## src/hdl/asm_pkg.sv

```systemverilog
// Package for the attack signature matcher: signature table, window types
// and result constants. No dependencies.
`timescale 1ns / 1ps

package asm_pkg;

  localparam int unsigned SigCount  = 6;
  localparam int unsigned WinDepth  = 12;
  localparam int unsigned SpanBytes = WinDepth + 1;

  typedef logic [WinDepth-1:0][7:0]  window_t;
  typedef logic [SpanBytes-1:0][7:0] span_t;
  typedef logic [SigCount-1:0]       hits_t;

  // Right-justified: last signature character sits in byte 0 of the span.
  localparam logic [8*SpanBytes-1:0] SIG_TEXT [SigCount] = '{
    "%n%n%n%n",
    "%s%s%s%s",
    "'; DROP TABLE",
    "; rm -rf",
    "../../../",
    "<script>"
  };

  localparam int unsigned SIG_LEN [SigCount] = '{8, 8, 13, 8, 9, 8};

  typedef enum logic [1:0] {
    CAT_NONE     = 2'd0,
    CAT_OVERFLOW = 2'd1,
    CAT_FORMAT   = 2'd2,
    CAT_INJECT   = 2'd3
  } category_e;

  localparam category_e SIG_CAT [SigCount] = '{
    CAT_OVERFLOW, CAT_FORMAT, CAT_INJECT, CAT_INJECT, CAT_INJECT, CAT_INJECT
  };

  localparam logic [3:0] SIG_SEV [SigCount] = '{
    4'd9, 4'd8, 4'd9, 4'd10, 4'd7, 4'd6
  };

endpackage

```

## src/hdl/asm_sig_match.sv

```systemverilog
// Signature comparator: checks which signatures end on the newest byte of
// the span. Depends on asm_pkg.
`timescale 1ns / 1ps

module asm_sig_match
  import asm_pkg::*;
(
  input  span_t span_i,
  output hits_t hits_o
);

  always_comb begin
    hits_o = '0;
    for (int s = 0; s < SigCount; s++) begin
      logic match;
      match = 1'b1;
      for (int j = 0; j < SpanBytes; j++) begin
        if (j < SIG_LEN[s] && span_i[j] != SIG_TEXT[s][8*j +: 8]) begin
          match = 1'b0;
        end
      end
      hits_o[s] = match;
    end
  end

endmodule

```

## src/hdl/attack_signature_matcher_unit.sv

```systemverilog
// Attack signature matcher top level: input register, byte window, sticky
// hit bits and result register. Depends on asm_pkg and asm_sig_match.
//
// Usage: a string enters one byte per beat on the input channel (in_valid_i,
// in_stall_o, text_byte_i, last_byte_i); last_byte_i marks the final byte.
// For each string exactly one result beat leaves on the output channel
// (out_valid_o, out_stall_i, attack_found_o, rule_index_o,
// attack_category_o, severity_level_o). The reported signature is the
// lowest-numbered one that occurred anywhere in the string.
// Throughput: one byte per cycle while in_stall_o is low; the compare of the
// 13-byte span against all six signatures is combinational.
// Result path: the final byte is held in the input register, then its verdict is captured in the result register.
// Stall: while a result waits, bytes of the next string keep flowing; only
// a further final byte waits in the input register, which then raises
// in_stall_o.
// Reset: window, hit bits and both valid flags clear; no result is pending.
`timescale 1ns / 1ps

module attack_signature_matcher_unit
  import asm_pkg::*;
(
  input  logic       clk_i,
  input  logic       rst_ni,
  input  logic       in_valid_i,
  output logic       in_stall_o,
  input  logic [7:0] text_byte_i,
  input  logic       last_byte_i,
  output logic       out_valid_o,
  input  logic       out_stall_i,
  output logic       attack_found_o,
  output logic [2:0] rule_index_o,
  output logic [1:0] attack_category_o,
  output logic [3:0] severity_level_o
);

  logic       s1_valid_q;
  logic [7:0] s1_byte_q;
  logic       s1_last_q;
  window_t    win_q, win_d;
  hits_t      hits_q, hits_d;
  logic       out_valid_q;
  logic       found_q, found_d;
  logic [2:0] index_q, index_d;
  logic [1:0] cat_q, cat_d;
  logic [3:0] sev_q, sev_d;

  logic  s1_blocked;
  logic  s1_fire;
  logic  in_fire;
  logic  out_fire;
  span_t span;
  hits_t match;
  hits_t hits_now;

  assign s1_blocked = s1_valid_q && s1_last_q && out_valid_q && out_stall_i;
  assign s1_fire    = s1_valid_q && !s1_blocked;
  assign in_stall_o = s1_blocked;
  assign in_fire    = in_valid_i && !in_stall_o;
  assign out_fire   = out_valid_q && !out_stall_i;

  assign span = {win_q, s1_byte_q};

  asm_sig_match u_match (
    .span_i (span),
    .hits_o (match)
  );

  assign hits_now = hits_q | match;

  always_comb begin
    found_d = 1'b0;
    index_d = '0;
    cat_d   = CAT_NONE;
    sev_d   = '0;
    for (int s = SigCount - 1; s >= 0; s--) begin
      if (hits_now[s]) begin
        found_d = 1'b1;
        index_d = 3'(s);
        cat_d   = SIG_CAT[s];
        sev_d   = SIG_SEV[s];
      end
    end
  end

  always_comb begin
    win_d  = win_q;
    hits_d = hits_q;
    if (s1_fire) begin
      if (s1_last_q) begin
        win_d  = '0;
        hits_d = '0;
      end else begin
        win_d  = {win_q[WinDepth-2:0], s1_byte_q};
        hits_d = hits_now;
      end
    end
  end

  always_ff @(posedge clk_i or negedge rst_ni) begin
    if (!rst_ni) begin
      s1_valid_q  <= 1'b0;
      win_q       <= '0;
      hits_q      <= '0;
      out_valid_q <= 1'b0;
    end else begin
      win_q  <= win_d;
      hits_q <= hits_d;
      if (in_fire) begin
        s1_valid_q <= 1'b1;
      end else if (s1_fire) begin
        s1_valid_q <= 1'b0;
      end
      if (s1_fire && s1_last_q) begin
        out_valid_q <= 1'b1;
      end else if (out_fire) begin
        out_valid_q <= 1'b0;
      end
    end
  end

  always_ff @(posedge clk_i) begin
    if (in_fire) begin
      s1_byte_q <= text_byte_i;
      s1_last_q <= last_byte_i;
    end
    if (s1_fire && s1_last_q) begin
      found_q <= found_d;
      index_q <= index_d;
      cat_q   <= cat_d;
      sev_q   <= sev_d;
    end
  end

  assign out_valid_o       = out_valid_q;
  assign attack_found_o    = found_q;
  assign rule_index_o      = index_q;
  assign attack_category_o = cat_q;
  assign severity_level_o  = sev_q;

endmodule

```

## config.mk

```make
export PLATFORM = sky130hd
export DESIGN_NAME = attack_signature_matcher_unit
export DESIGN_NICKNAME = d
export VERILOG_FILES = /design/src/hdl/asm_pkg.sv /design/src/hdl/asm_sig_match.sv /design/src/hdl/attack_signature_matcher_unit.sv
export SDC_FILE = /design/constraint.sdc
export NUM_CORES = 1
export LEC_CHECK = 0
export BUFFER_PORTS_ARGS = -buffer_cell sky130_fd_sc_hd__buf_2
export CAP_MARGIN = 20
export CORE_ASPECT_RATIO = 1.1
export CORE_MARGIN = 5
export CORE_UTILIZATION = 55
export CTS_CLUSTER_SIZE = 16
export DETAILED_ROUTE_END_ITERATION = 10
export GPL_TIMING_DRIVEN = 0
export PLACE_DENSITY = 0.74
export SLEW_MARGIN = 20
export SYNTH_ARGS = -nofsm -noshare
export SYNTH_HDL_FRONTEND = slang
export SYNTH_SLANG_ARGS = --single-unit
```

## constraint.sdc

```tcl
create_clock -name clk_i -period 2.3 [get_ports clk_i]
set_input_delay 0.46 -clock clk_i [delete_from_list [all_inputs] [get_ports clk_i]]
set_output_delay 0.46 -clock clk_i [all_outputs]
set_load 0.005 [all_outputs]
```

### Word-level counts from Yosys, hierarchy flattened

Index checks and enable logic that the tools add are counted.

* flip-flop bits (word level): 123
* output and inout bits: 12
* logic and storage cells: 166
* input port bits: 13

* bitwise gates (word level): 1
* equal/unequal tests: 49
* reductions and logical operators: 15
* multiplexer cells: 76

Operator list (number)
* inequality test 8 x 7 -> 1 bit (second input constant): 26
* inequality test 8 x 6 -> 1 bit (second input constant): 23
* two-way mux 96 bit: 1
* two-way mux 1 bit: 62
* two-way mux 2 bit: 8
* two-way mux 3 bit: 4
* logical AND 1 bit: 7
* two-way mux 6 bit: 1
* OR 6 bit: 1
* OR reduction 5 bit: 1
* nonzero test 2 bit: 2
* OR reduction 4 bit: 1
* OR reduction 3 bit: 1
* zero test 1 bit: 2
* OR reduction 2 bit: 1

### Logic depth before layout (Yosys ltp)

Gate-level depths: netlist of the first run.

* depth after elaboration: 20
* mapped depth: 6
* depth with buffers taken out: 6

### By module

From an unflattened synthesis of the first run, not the netlist that was laid out.

* cell total of the unflattened synthesis: 384
* area, all modules: 5071.1 um2

Modules (own cells, without submodules)
* attack_signature_matcher_unit: cells an instance 286, seq. area each 3143.0 um2, area each 4395.5 um2, times used 1
* asm_sig_match: cells an instance 98, seq. area each 0.0 um2, area each 675.6 um2, times used 1

### Worst setup path after synthesis of the first run

Ideal clock, no wire load.

* path type: register to register
* start: register win_q (netlist bit span[11])
* end: register sev_q[0] (netlist: severity_level_o[0]), data pin
* setup time: 0.272 ns
* buffers on the path: 0
* required time: 2.028 ns
* slack: 0.109 ns
* period minus slack after synthesis: 2.191 ns
* cell stages (with the launch flop): 7
* data arrival time: 1.919 ns
* cells stage by stage: dfrtp_1 -> or4b_1 -> or4_4 -> nor4_4 -> a21oi_2 -> a21oi_1 -> o21ai_1

* word-level cells in the longest chain between the ends: 16
* elaborated cells between the ends (all ways): 50
* classes of those cells: 4 x eq/ne; 45 x mux; 1 x bitwise

RTL lines
* from (decl): RTL line attack_signature_matcher_unit.sv:39 `window_t win_q, win_d;`
* from (signal assigned): RTL line attack_signature_matcher_unit.sv:106 `win_q <= win_d;`
* inequality test 8 x 7 -> 1 bit: RTL line asm_sig_match.sv:18 `if (j < SIG_LEN[s] && span_i[j] != SIG_TEXT[s][8*j +: 8]) begin`
* two-way mux 1 bit (12 in series): RTL line asm_sig_match.sv:18
* OR 6 bit (*): RTL line attack_signature_matcher_unit.sv:68 `assign hits_now = hits_q | match;`
* two-way mux 1 bit (2 in series): RTL line attack_signature_matcher_unit.sv:76 `if (hits_now[s]) begin`
* to (signal assigned): RTL line attack_signature_matcher_unit.sv:130 `sev_q <= sev_d;`
* to (decl): RTL line attack_signature_matcher_unit.sv:45 `logic [3:0] sev_q, sev_d;`

Mark *: on every way between the ends. The rest lies on a longest branch, timed or not.
A chain may end at the register's enable or synchronous reset.

### Worst setup path in the final report of the first run

* start: register win_q (netlist bit span[44])
* end: register sev_q[1] (netlist: severity_level_o[1]), data pin

* word-level cells in the longest chain between the ends: 11
* elaborated cells between the ends (all ways): 34
* classes of those cells: 5 x eq/ne; 27 x mux; 1 x bitwise; 1 x reduce/logical

RTL lines (RTL line)
* inequality test 8 x 6 -> 1 bit: asm_sig_match.sv:18
* two-way mux 1 bit (8 in series): asm_sig_match.sv:18
* OR 6 bit (*): attack_signature_matcher_unit.sv:68
* OR reduction 3 bit (no source line)

Marks and branches as above.

==> results of run 1 <==
[sequential cells by signal, indices dropped and copies added, names as in the netlist]
| register | count |
|---|---|
| attack_found_o | 1 |
| severity_level_o | 4 |
| s1_byte_q | 8 |
| s1_last_q | 1 |
| out_valid_o | 1 |
| rule_index_o | 2 |
| s1_valid_q | 1 |
| hits_q | 6 |
| attack_category_o | 2 |
| span | 96 |
[layout make-up]
class,instances,area share
buffer,21,0.0136
clock buffer,18,0.0677
clock inverter,14,0.0284
inverter,4,0.00243
multi-input combinational,233,0.324
sequential,122,0.509
tap,114,0.0231
timing repair buffer,30,0.0314
[worst max-delay path, delay by kind of cell (launching register included)]
kind / cells / cell delay, ps
AO/OA/AOI/OAI: 2 / 490
flip-flops: 1 / 410
AND/OR/NAND/NOR: 4 / 1280
[cell usage in the layout (no fill, tap or decap), types with 3 or more instances in the layout]
master,instances
dfrtp_1,103
a22o_1,94
buf_2,23
clkbuf_1,19
edfxtp_1,18
clkbuf_16,16
nor2_1,12
nand2_1,11
nor4b_1,9
nand4_1,8
nand3_1,7
nor4_4,6
nand4b_1,5
buf_4,5
clkinvlp_4,5
clkinv_4,5
nor2b_1,4
nor4_1,4
nor3_1,4
nor4b_2,4
nor3b_1,4
nor4bb_1,4
o21ai_0,4
and4b_1,3
nand2b_1,3
and3_1,3
clkinv_1,3
a31o_2,3
a21oi_2,3
bufinv_16,3
[Yosys cell counts, types with 4 or more instances]
library cell	instances	share of area
nor4_1	8	0.0098
nand4_1	8	0.0098
nor4bb_1	5	0.0098
edfxtp_1	18	0.11
nor4b_1	11	0.019
nor3_1	4	0.0039
a22o_1	94	0.16
nand3_1	7	0.0069
nor2b_1	4	0.0049
nor2_1	12	0.0088
nor3b_1	4	0.0059
nand2_1	11	0.0081
o21ai_0	4	0.0039
nand4b_1	5	0.0086
dfrtp_1	104	0.51
clkbuf_1	20	0.015
[final timing paths]
check                                           end  slack (ps)  cells past startpoint
worst max-delay path            severity_level_o[1]         -50                      6
worst min-delay path                   s1_byte_q[1]         110                      1
worst max register to register  severity_level_o[1]         -50                      6
worst min register to register            span[101]         510                      1
max in group asynchronous                  span[11]        1230                      3
min in group asynchronous                  span[76]         440                      2
[through the flow]
step	worst slack, ps	TNS (ps)	hold slack, ps
2_1_floorplan	109	0	164
3_3_place_gp	-274	-28330	483
3_5_place_dp	-164	-790	409
4_1_cts	-98.3	-101	104
5_1_grt	-112	-294	101
6_report	-49.6	-63.2	109
[routing by layer]
layer / part of all wire / track usage / vias up
met2: 0.50 / 0.400 / 148
li1: - / - / 1630
met1: 0.41 / 0.323 / 1931
met5: 0 / 0 / -
met3: 0.049 / 0.0573 / 47
met4: 0.039 / 0.116 / 0
[cell families (layout without fill, tap and decap cells)]
| group | after synthesis | count (layout) | synth area share |
|---|---|---|---|
| AOI/OAI and AO/OA | 119 | 119 | 0.199 |
| buffers and inverters | 26 | 87 | 0.0198 |
| DFF | 122 | 122 | 0.615 |
| and+or+nand+nor | 114 | 114 | 0.166 |
[what timing repair did]
item,CTS,global route
endpoints found under the setup margin,8,30
buffers inserted,4,0
hold buffers,1,0
hold endpoints to repair,44,0
resized for setup,10,15
cloned,0,0
pin swaps,5,5
[power groups by stage]
stage	registers (mW)	clock network [mW]	logic, mW
after floorplan	2.37	0	0.163
final	2.38	2.65	0.292
after global placement	2.41	0	0.262
after CTS	2.37	2.67	0.290
after global routing	2.38	2.76	0.320
after detailed placement	2.41	0	0.276
==> out/results.ini, run 1 <==
[outcome]
status = complete, but fails checks
violations = negative setup slack

[power]
netSwitchingPower_mw = 1.29
pwr-share-clk = 0.498
p_leak_nw = 2.76
pwr_density_cell_nw_per_um2 = 862
finalPower_mw = 5.32
combPwrFrac = 0.055
pwr-share-seq = 0.447
ir_worst_vdd_mv = 0.485
power.share.switching = 0.242
p_int_mw = 4.03

[finish]
final_nets = 442
fin_area_um2 = 6170
syn_to_final_growth_pct = 20.9
drive_gt1_frac = 0.229
fill_cells = 630
final_core_util = 0.689
antenna_cells = 0
multi_input_area_um2 = 2000
regArea_um2 = 3140
layoutNonFillerInstCount = 556

[die]
fp.dieH_um = 111
die-width_um = 102
dieArea_um2 = 11300
start_util = 0.570
core_area_um2 = 8960
io_pins = 25
num_rows = 36

[critical_path]
critPathCaptureType = flip-flop
slowest_stage = or4_4
crit_fanout = 4
worstPathArrival_ps = 2690
path_class = flip-flop to flip-flop
cp.required_ps = 2640
rr_startpoint = span[44]
startpoint = span[44]
path_cells = nand4b_1, or4_4, nor4_4, a31o_2, nor2_1, a211oi_2
max_stage_delay_ps = 560
start_kind = flip-flop

[sta]
setup_viol = 2
setup_slack_ps = -49.6
fin_crit_sh = 1.02
fin_crit_ps = 2350
fin_skew_ps = 13.3
hold_viol_final = 0
slew_headroom = 0.531
drv_slew = 0
rsz0062_at_grt = true
worst_pin_slew_ps = 702
fmaxAchievable_mhz = 426

[logic_synthesis]
synth_edf_count = 18
syn_inst = 381
yosys_warnings = 0
ys_async_sr_fraction = 0.852
avgSynthCellArea_um2 = 13.4
yosysSeqAreaShare = 0.615
synth_cell_types = 56
syn_area_um2 = 5110
syn_nets = 394
ys_ff_latch = 122
synth_ff_type = dfrtp_1

[clock_network]
cts_root_buffer = clkbuf_8
cts_tree = yes
clk_latency_ps = 520
cts_htree_levels = 4
path_clk_slew_ps = 60
numCtsBuffers = 17
clockBufferDepth = 2
cts_sinks = 122

[placed_design]
dp.cells = 520
routabilityCongestion = 0.972
portBuffers = 24
place_area_um2 = 5400
hpwl_um = 9080

[drt]
drt_iter0_drc = 359
drt-wirelength-per-cell_um = 24.2
avgViaCountPerCell = 6.76
wl_um = 13500
detail-route-antenna-nets = 0
first_pass_iters = 6
vias = 3756
drcViolationCount = 0

[run]
maxCapViolations = 0

[global_route]
grt_usage = 0.251
grt_pass1_wl_um = 21400
antenna_found_initial = 0
grt_pass1_vias = 3854
grt_overflow = 0
grt_max_degree = 61

[hold_path]
holdCritStartpoint = text_byte_i[1]
hp-class = input port to flip-flop

Power figures use the tool's default switching activity.
==> run 2, diff against run 1 <==
--- a/config.mk
+++ b/config.mk
@@ -7,7 +7,7 @@
 export LEC_CHECK = 0
 export BUFFER_PORTS_ARGS = -buffer_cell sky130_fd_sc_hd__buf_2
 export CAP_MARGIN = 20
-export CORE_ASPECT_RATIO = 1.1
+export CORE_ASPECT_RATIO = 0.5
 export CORE_MARGIN = 5
 export CORE_UTILIZATION = 55
 export CTS_CLUSTER_SIZE = 16
==> run 2 against run 1 <==
  * The flow still finishes with violations (negative setup slack)
  * Clock-buffer cell count unchanged
  * Critical endpoint is now severity_level_o[0]
  * Non-clock buffer count up 3
  * Fmax down 4.5%
  * Sequential cell count unchanged
==> out/results.ini, run 2 (synthesis gave the netlist of run 1 again) <==
[placed_design]
routabilityCongestion = 1.01
place_area_um2 = 5410
hpwl_um = 9770
dp_slack_ps = -268
dp.cells = 523
portBuffers = 24

[critical_path]
r2r_cells = 6
rr_startpoint = span[11]
start_kind = flip-flop
reg2reg_to = severity_level_o[0]
slowest_stage = or4b_1
r2r_slack_ps = -160
max_stage_delay_ps = 520
crit_fanout = 4
cp.required_ps = 2450
worstPathArrival_ps = 2610
critPathCaptureType = flip-flop
critPathMostFrequentCell = a21oi_2
path_cells = or4b_1, or4_4, nor4_4, a21oi_2, a21oi_2, o21ai_1
path_class = flip-flop to flip-flop

[sta]
drv_slew = 0
tns_ps = -941
fin_skew_ps = 8.41
setup_viol = 9
worst_pin_slew_ps = 650
fin_crit_ps = 2460
rsz0062_at_grt = true
hold_viol_final = 0
slew_headroom = 0.566
setup_slack_ps = -160
fmaxAchievable_mhz = 407
fin_crit_sh = 1.07
holdWs_ps = 221

[clock_network]
cts_tree = yes
path_clk_slew_ps = 60
clk_latency_ps = 410
clockBufferDepth = 2
numCtsBuffers = 17
cts_root_buffer = clkbuf_16
cts_sinks = 122
cts_htree_levels = 4

[outcome]
status = complete, but fails checks
violations = negative setup slack

[finish]
final_nets = 445
syn_to_final_growth_pct = 21.9
antenna_cells = 0
final_cell_mix = 103 x dfrtp_1, 94 x a22o_1, 23 x buf_2
final_common_cell = dfrtp_1
layoutNonFillerInstCount = 562
final_core_util = 0.700
fill_cells = 620
largest_reg_flops = 96
fin_area_um2 = 6230
drive_gt1_frac = 0.234

[global_route]
grt_pass1_wl_um = 21900
grt_pass1_vias = 3785
grt_overflow = 0
grt_usage = 0.252
grt_max_degree = 76
antenna_found_initial = 0

[power]
ir_worst_vdd_mv = 0.540
p_leak_nw = 2.79
finalPower_mw = 5.50
pwr_density_cell_nw_per_um2 = 883

[die]
start_util = 0.575
die-width_um = 146
dieArea_um2 = 11400
fp.dieH_um = 78.1
num_rows = 24
core_area_um2 = 8890
io_pins = 25

[hold_path]
whs_endpoint = s1_byte_q[3]
worstHoldPathCells = 1
hp-class = input port to flip-flop
holdCritStartpoint = text_byte_i[3]

[drt]
wl_um = 13600
drt-wirelength-per-cell_um = 24.2
drt_iter0_drc = 433
first_pass_iters = 5
avgViaCountPerCell = 6.78
detail-route-antenna-nets = 0
drcViolationCount = 0
vias = 3812

[run]
maxCapViolations = 0

## run 2: power breakdown
part	total, mW	internal (mW)	switching, mW
Clock	2.83	1.85	0.982
Combinational	0.293	0.109	0.184
Sequential	2.38	2.27	0.106
Total	5.50	4.23	1.27
## run 2: worst max path at each step
stage,from,endpoint,slack (ps),cells after the start
2_1_floorplan,span[11],severity_level_o[0],110,6
3_3_place_gp,span[26],rule_index_o[0],-270,6
3_5_place_dp,span[26],severity_level_o[2],-270,6
5_1_grt,span[10],severity_level_o[0],-230,6
4_1_cts,span[11],severity_level_o[0],-50,6
6_report,span[11],severity_level_o[0],-160,6
## run 2: layout make-up
type	count	area (um^2)	share of cell area
Sequential cell	122	3140	0.505
Multi-Input combinational cell	233	1990	0.319
Tap cell	117	146	0.0235
Timing Repair Buffer	33	216	0.0348
Inverter	4	15.0	0.00241
Clock inverter	14	195	0.0314
Buffer	21	82.6	0.0133
Clock buffer	18	439	0.0705
## run 2: metal layers
| layer | track usage | up-vias | routed length (um) |
|---|---|---|---|
| li1 | - | 1644 | - |
| met1 | 0.374 | 1945 | 6470 |
| met2 | 0.353 | 201 | 5660 |
| met3 | 0.0742 | 22 | 1270 |
| met4 | 0.0891 | 0 | 189 |
| met5 | 0 | - | 0 |
## run 2: repair_timing
item	CTS	global route
resized for setup	15	6
cloned	0	0
endpoints found under the hold margin	29	0
pin swaps	6	8
setup endpoints to repair	10	9
buffers inserted	6	1
hold buffers	1	0
## run 2: critical path: cells and delay by family, from the launching register on
kind | cells | cell delay [ps]
and+or+nand+nor | 3 | 1380
DFF | 1 | 410
AOI/OAI and AO/OA | 3 | 400
==> run 3, diff against run 2 <==
--- a/config.mk
+++ b/config.mk
@@ -9,11 +9,11 @@
 export CAP_MARGIN = 20
 export CORE_ASPECT_RATIO = 0.5
 export CORE_MARGIN = 5
-export CORE_UTILIZATION = 55
+export CORE_UTILIZATION = 45
 export CTS_CLUSTER_SIZE = 16
 export DETAILED_ROUTE_END_ITERATION = 10
 export GPL_TIMING_DRIVEN = 0
-export PLACE_DENSITY = 0.74
+export PLACE_DENSITY = 0.6
 export SLEW_MARGIN = 20
 export SYNTH_ARGS = -nofsm -noshare
 export SYNTH_HDL_FRONTEND = slang
==> constraint.sdc (replaced) <==
create_clock -name clk_i -period 2.5 [get_ports clk_i]
set_input_delay 0.5 -clock clk_i [delete_from_list [all_inputs] [get_ports clk_i]]
set_output_delay 0.5 -clock clk_i [all_outputs]
set_load 0.005 [all_outputs]
==> run 3 against run 2 <==
  * The flow now finishes without violations
  * Final cell count is 4.4% higher
  * Via count fell by 2.8%
  * Routed wire length grew 2.2%
  * Cell area down 1.5%
  * Sequential cell count did not move
  * Core utilization down 15 points
  * Fmax up 0.49%
  * Critical path depth is the same
  * Global-route usage is 4.1 points lower
  * Largest cell class unchanged
  * Largest power group unchanged
  * Highest routed layer unchanged
==> out/results.ini, run 3 (synthesis gave the netlist of run 1 again) <==
[power]
p_leak_nw = 2.73
ir_worst_vdd_mv = 0.448
pwr_density_cell_nw_per_um2 = 812

[clock_network]
clk_latency_ps = 410
cts_tree = yes
cts_root_buffer = clkbuf_16
cts_htree_levels = 4
holdBufCountCts = 0
clockBufferDepth = 2
numCtsBuffers = 17
path_clk_slew_ps = 60
cts_sinks = 122

[finish]
final_common_cell = dfrtp_1
syn_to_final_growth_pct = 20.0
largest_reg_flops = 96
layoutNonFillerInstCount = 587
final_cell_mix = 103 x dfrtp_1, 94 x a22o_1, 23 x buf_2
antenna_cells = 0
fin_area_um2 = 6130
drive_gt1_frac = 0.197
final_nets = 442

[critical_path]
path_class = flip-flop to flip-flop
r2r_cells = 6
start_kind = flip-flop
worstPathArrival_ps = 2610
crit_fanout = 5
cp.required_ps = 2660
critPathCaptureType = flip-flop

[placed_design]
routabilityCongestion = 0.936
place_area_um2 = 5440
portBuffers = 24
hpwl_um = 10200
dp.cells = 551

[outcome]
status = completed

[drt]
drt_iter0_drc = 265
vias = 3705
detail-route-antenna-nets = 0
drcViolationCount = 0
drt-wirelength-per-cell_um = 23.7
avgViaCountPerCell = 6.31
wl_um = 13900
first_pass_iters = 5

[sta]
hold_viol_final = 0
holdWs_ps = 16.2
fin_skew_ps = 10.3
tns_ps = 0
fmaxAchievable_mhz = 409
worst_pin_slew_ps = 656
fin_crit_sh = 0.979
drv_slew = 0
fin_crit_ps = 2450
slew_headroom = 0.559
setup_viol = 0

[global_route]
grt_overflow = 0
grt_usage = 0.210
grt_pass1_vias = 3624
grt_max_degree = 62
grt_pass1_wl_um = 21800
antenna_found_initial = 1

[die]
fp.dieH_um = 85.3
dieArea_um2 = 13700
core_area_um2 = 11000
io_pins = 25
start_util = 0.462
die-width_um = 161
num_rows = 27

[run]
maxCapViolations = 0

[hold_path]
hp-class = input port to async pin

run 3: cell types whose count changed in the layout (fill, tap and decap cells not counted), sizes merged:
cell / change
clkinvlp: +3
buf: -3
inv: -2
dlygate4sd3: -1
clkinv: -2
clkbuf: +2
run 3: cell type report:
| cell class | instances | area [um^2] |
|---|---|---|
| clock buffers | 19 | 433 |
| repair buffers | 29 | 184 |
| plain buffers | 22 | 86.3 |
| clock inverters | 13 | 176 |
| inverters | 4 | 15.0 |
| fillers | 912 | 4920 |
| flip-flops and latches | 122 | 3140 |
| well taps | 145 | 181 |
| multi-input cells | 233 | 1910 |
run 3: where the power goes:
part	total, mW	internal, mW	leakage [nW]	switching, mW
registers	2.19	2.09	1.60	0.0981
logic	0.267	0.0995	0.846	0.168
clock network	2.52	1.66	0.284	0.868
run 3: critical path, stage by stage, from the launching register on:
cell and delay (ps):
dfrtp_1 440, nor4b_1 380, nand4b_1 340, nor4_2 560, a31oi_1 230, nand4_2 190
nor2_1 60
run 3: worst paths after layout:
check | from | end | slack (ps)
worst max-delay path | span[9] | severity_level_o[2] | 50
worst min-delay path | rst_ni | span[80] | 20
worst max register to register | span[9] | severity_level_o[2] | 50
worst min register to register | span[97] | span[97] | 510
max in group asynchronous | rst_ni | span[19] | 1850
min in group clk_i | text_byte_i[3] | s1_byte_q[3] | 270
run 3: what timing repair did:
| item | in CTS | in global routing |
|---|---|---|
| endpoints found under the setup margin | 8 | 9 |
| pin swaps | 0 | 3 |
| buffers inserted | 0 | 4 |
| gates resized for setup | 2 | 6 |
run 3: per-stage QoR:
step / total power, mW / util / worst slack (ps)
after global placement: 2.46 / 0.490 / -81.7
after floorplan: 2.33 / - / 309
final: 4.98 / 0.555 / 52.1
after global routing: 5.14 / 0.555 / -48.8
after CTS: 5.01 / 0.549 / 1.53
after detailed placement: 2.48 / 0.493 / -94.6
run 3: layer usage:
metal  vias up  wire (um)  track usage  share of wire
met5         -          0            0              0
met4         0         98       0.0554         0.0071
met3        11        753       0.0524          0.054
met2       114       5740        0.282           0.41
met1      1943       7290        0.334           0.53
li1       1637          -            -              -
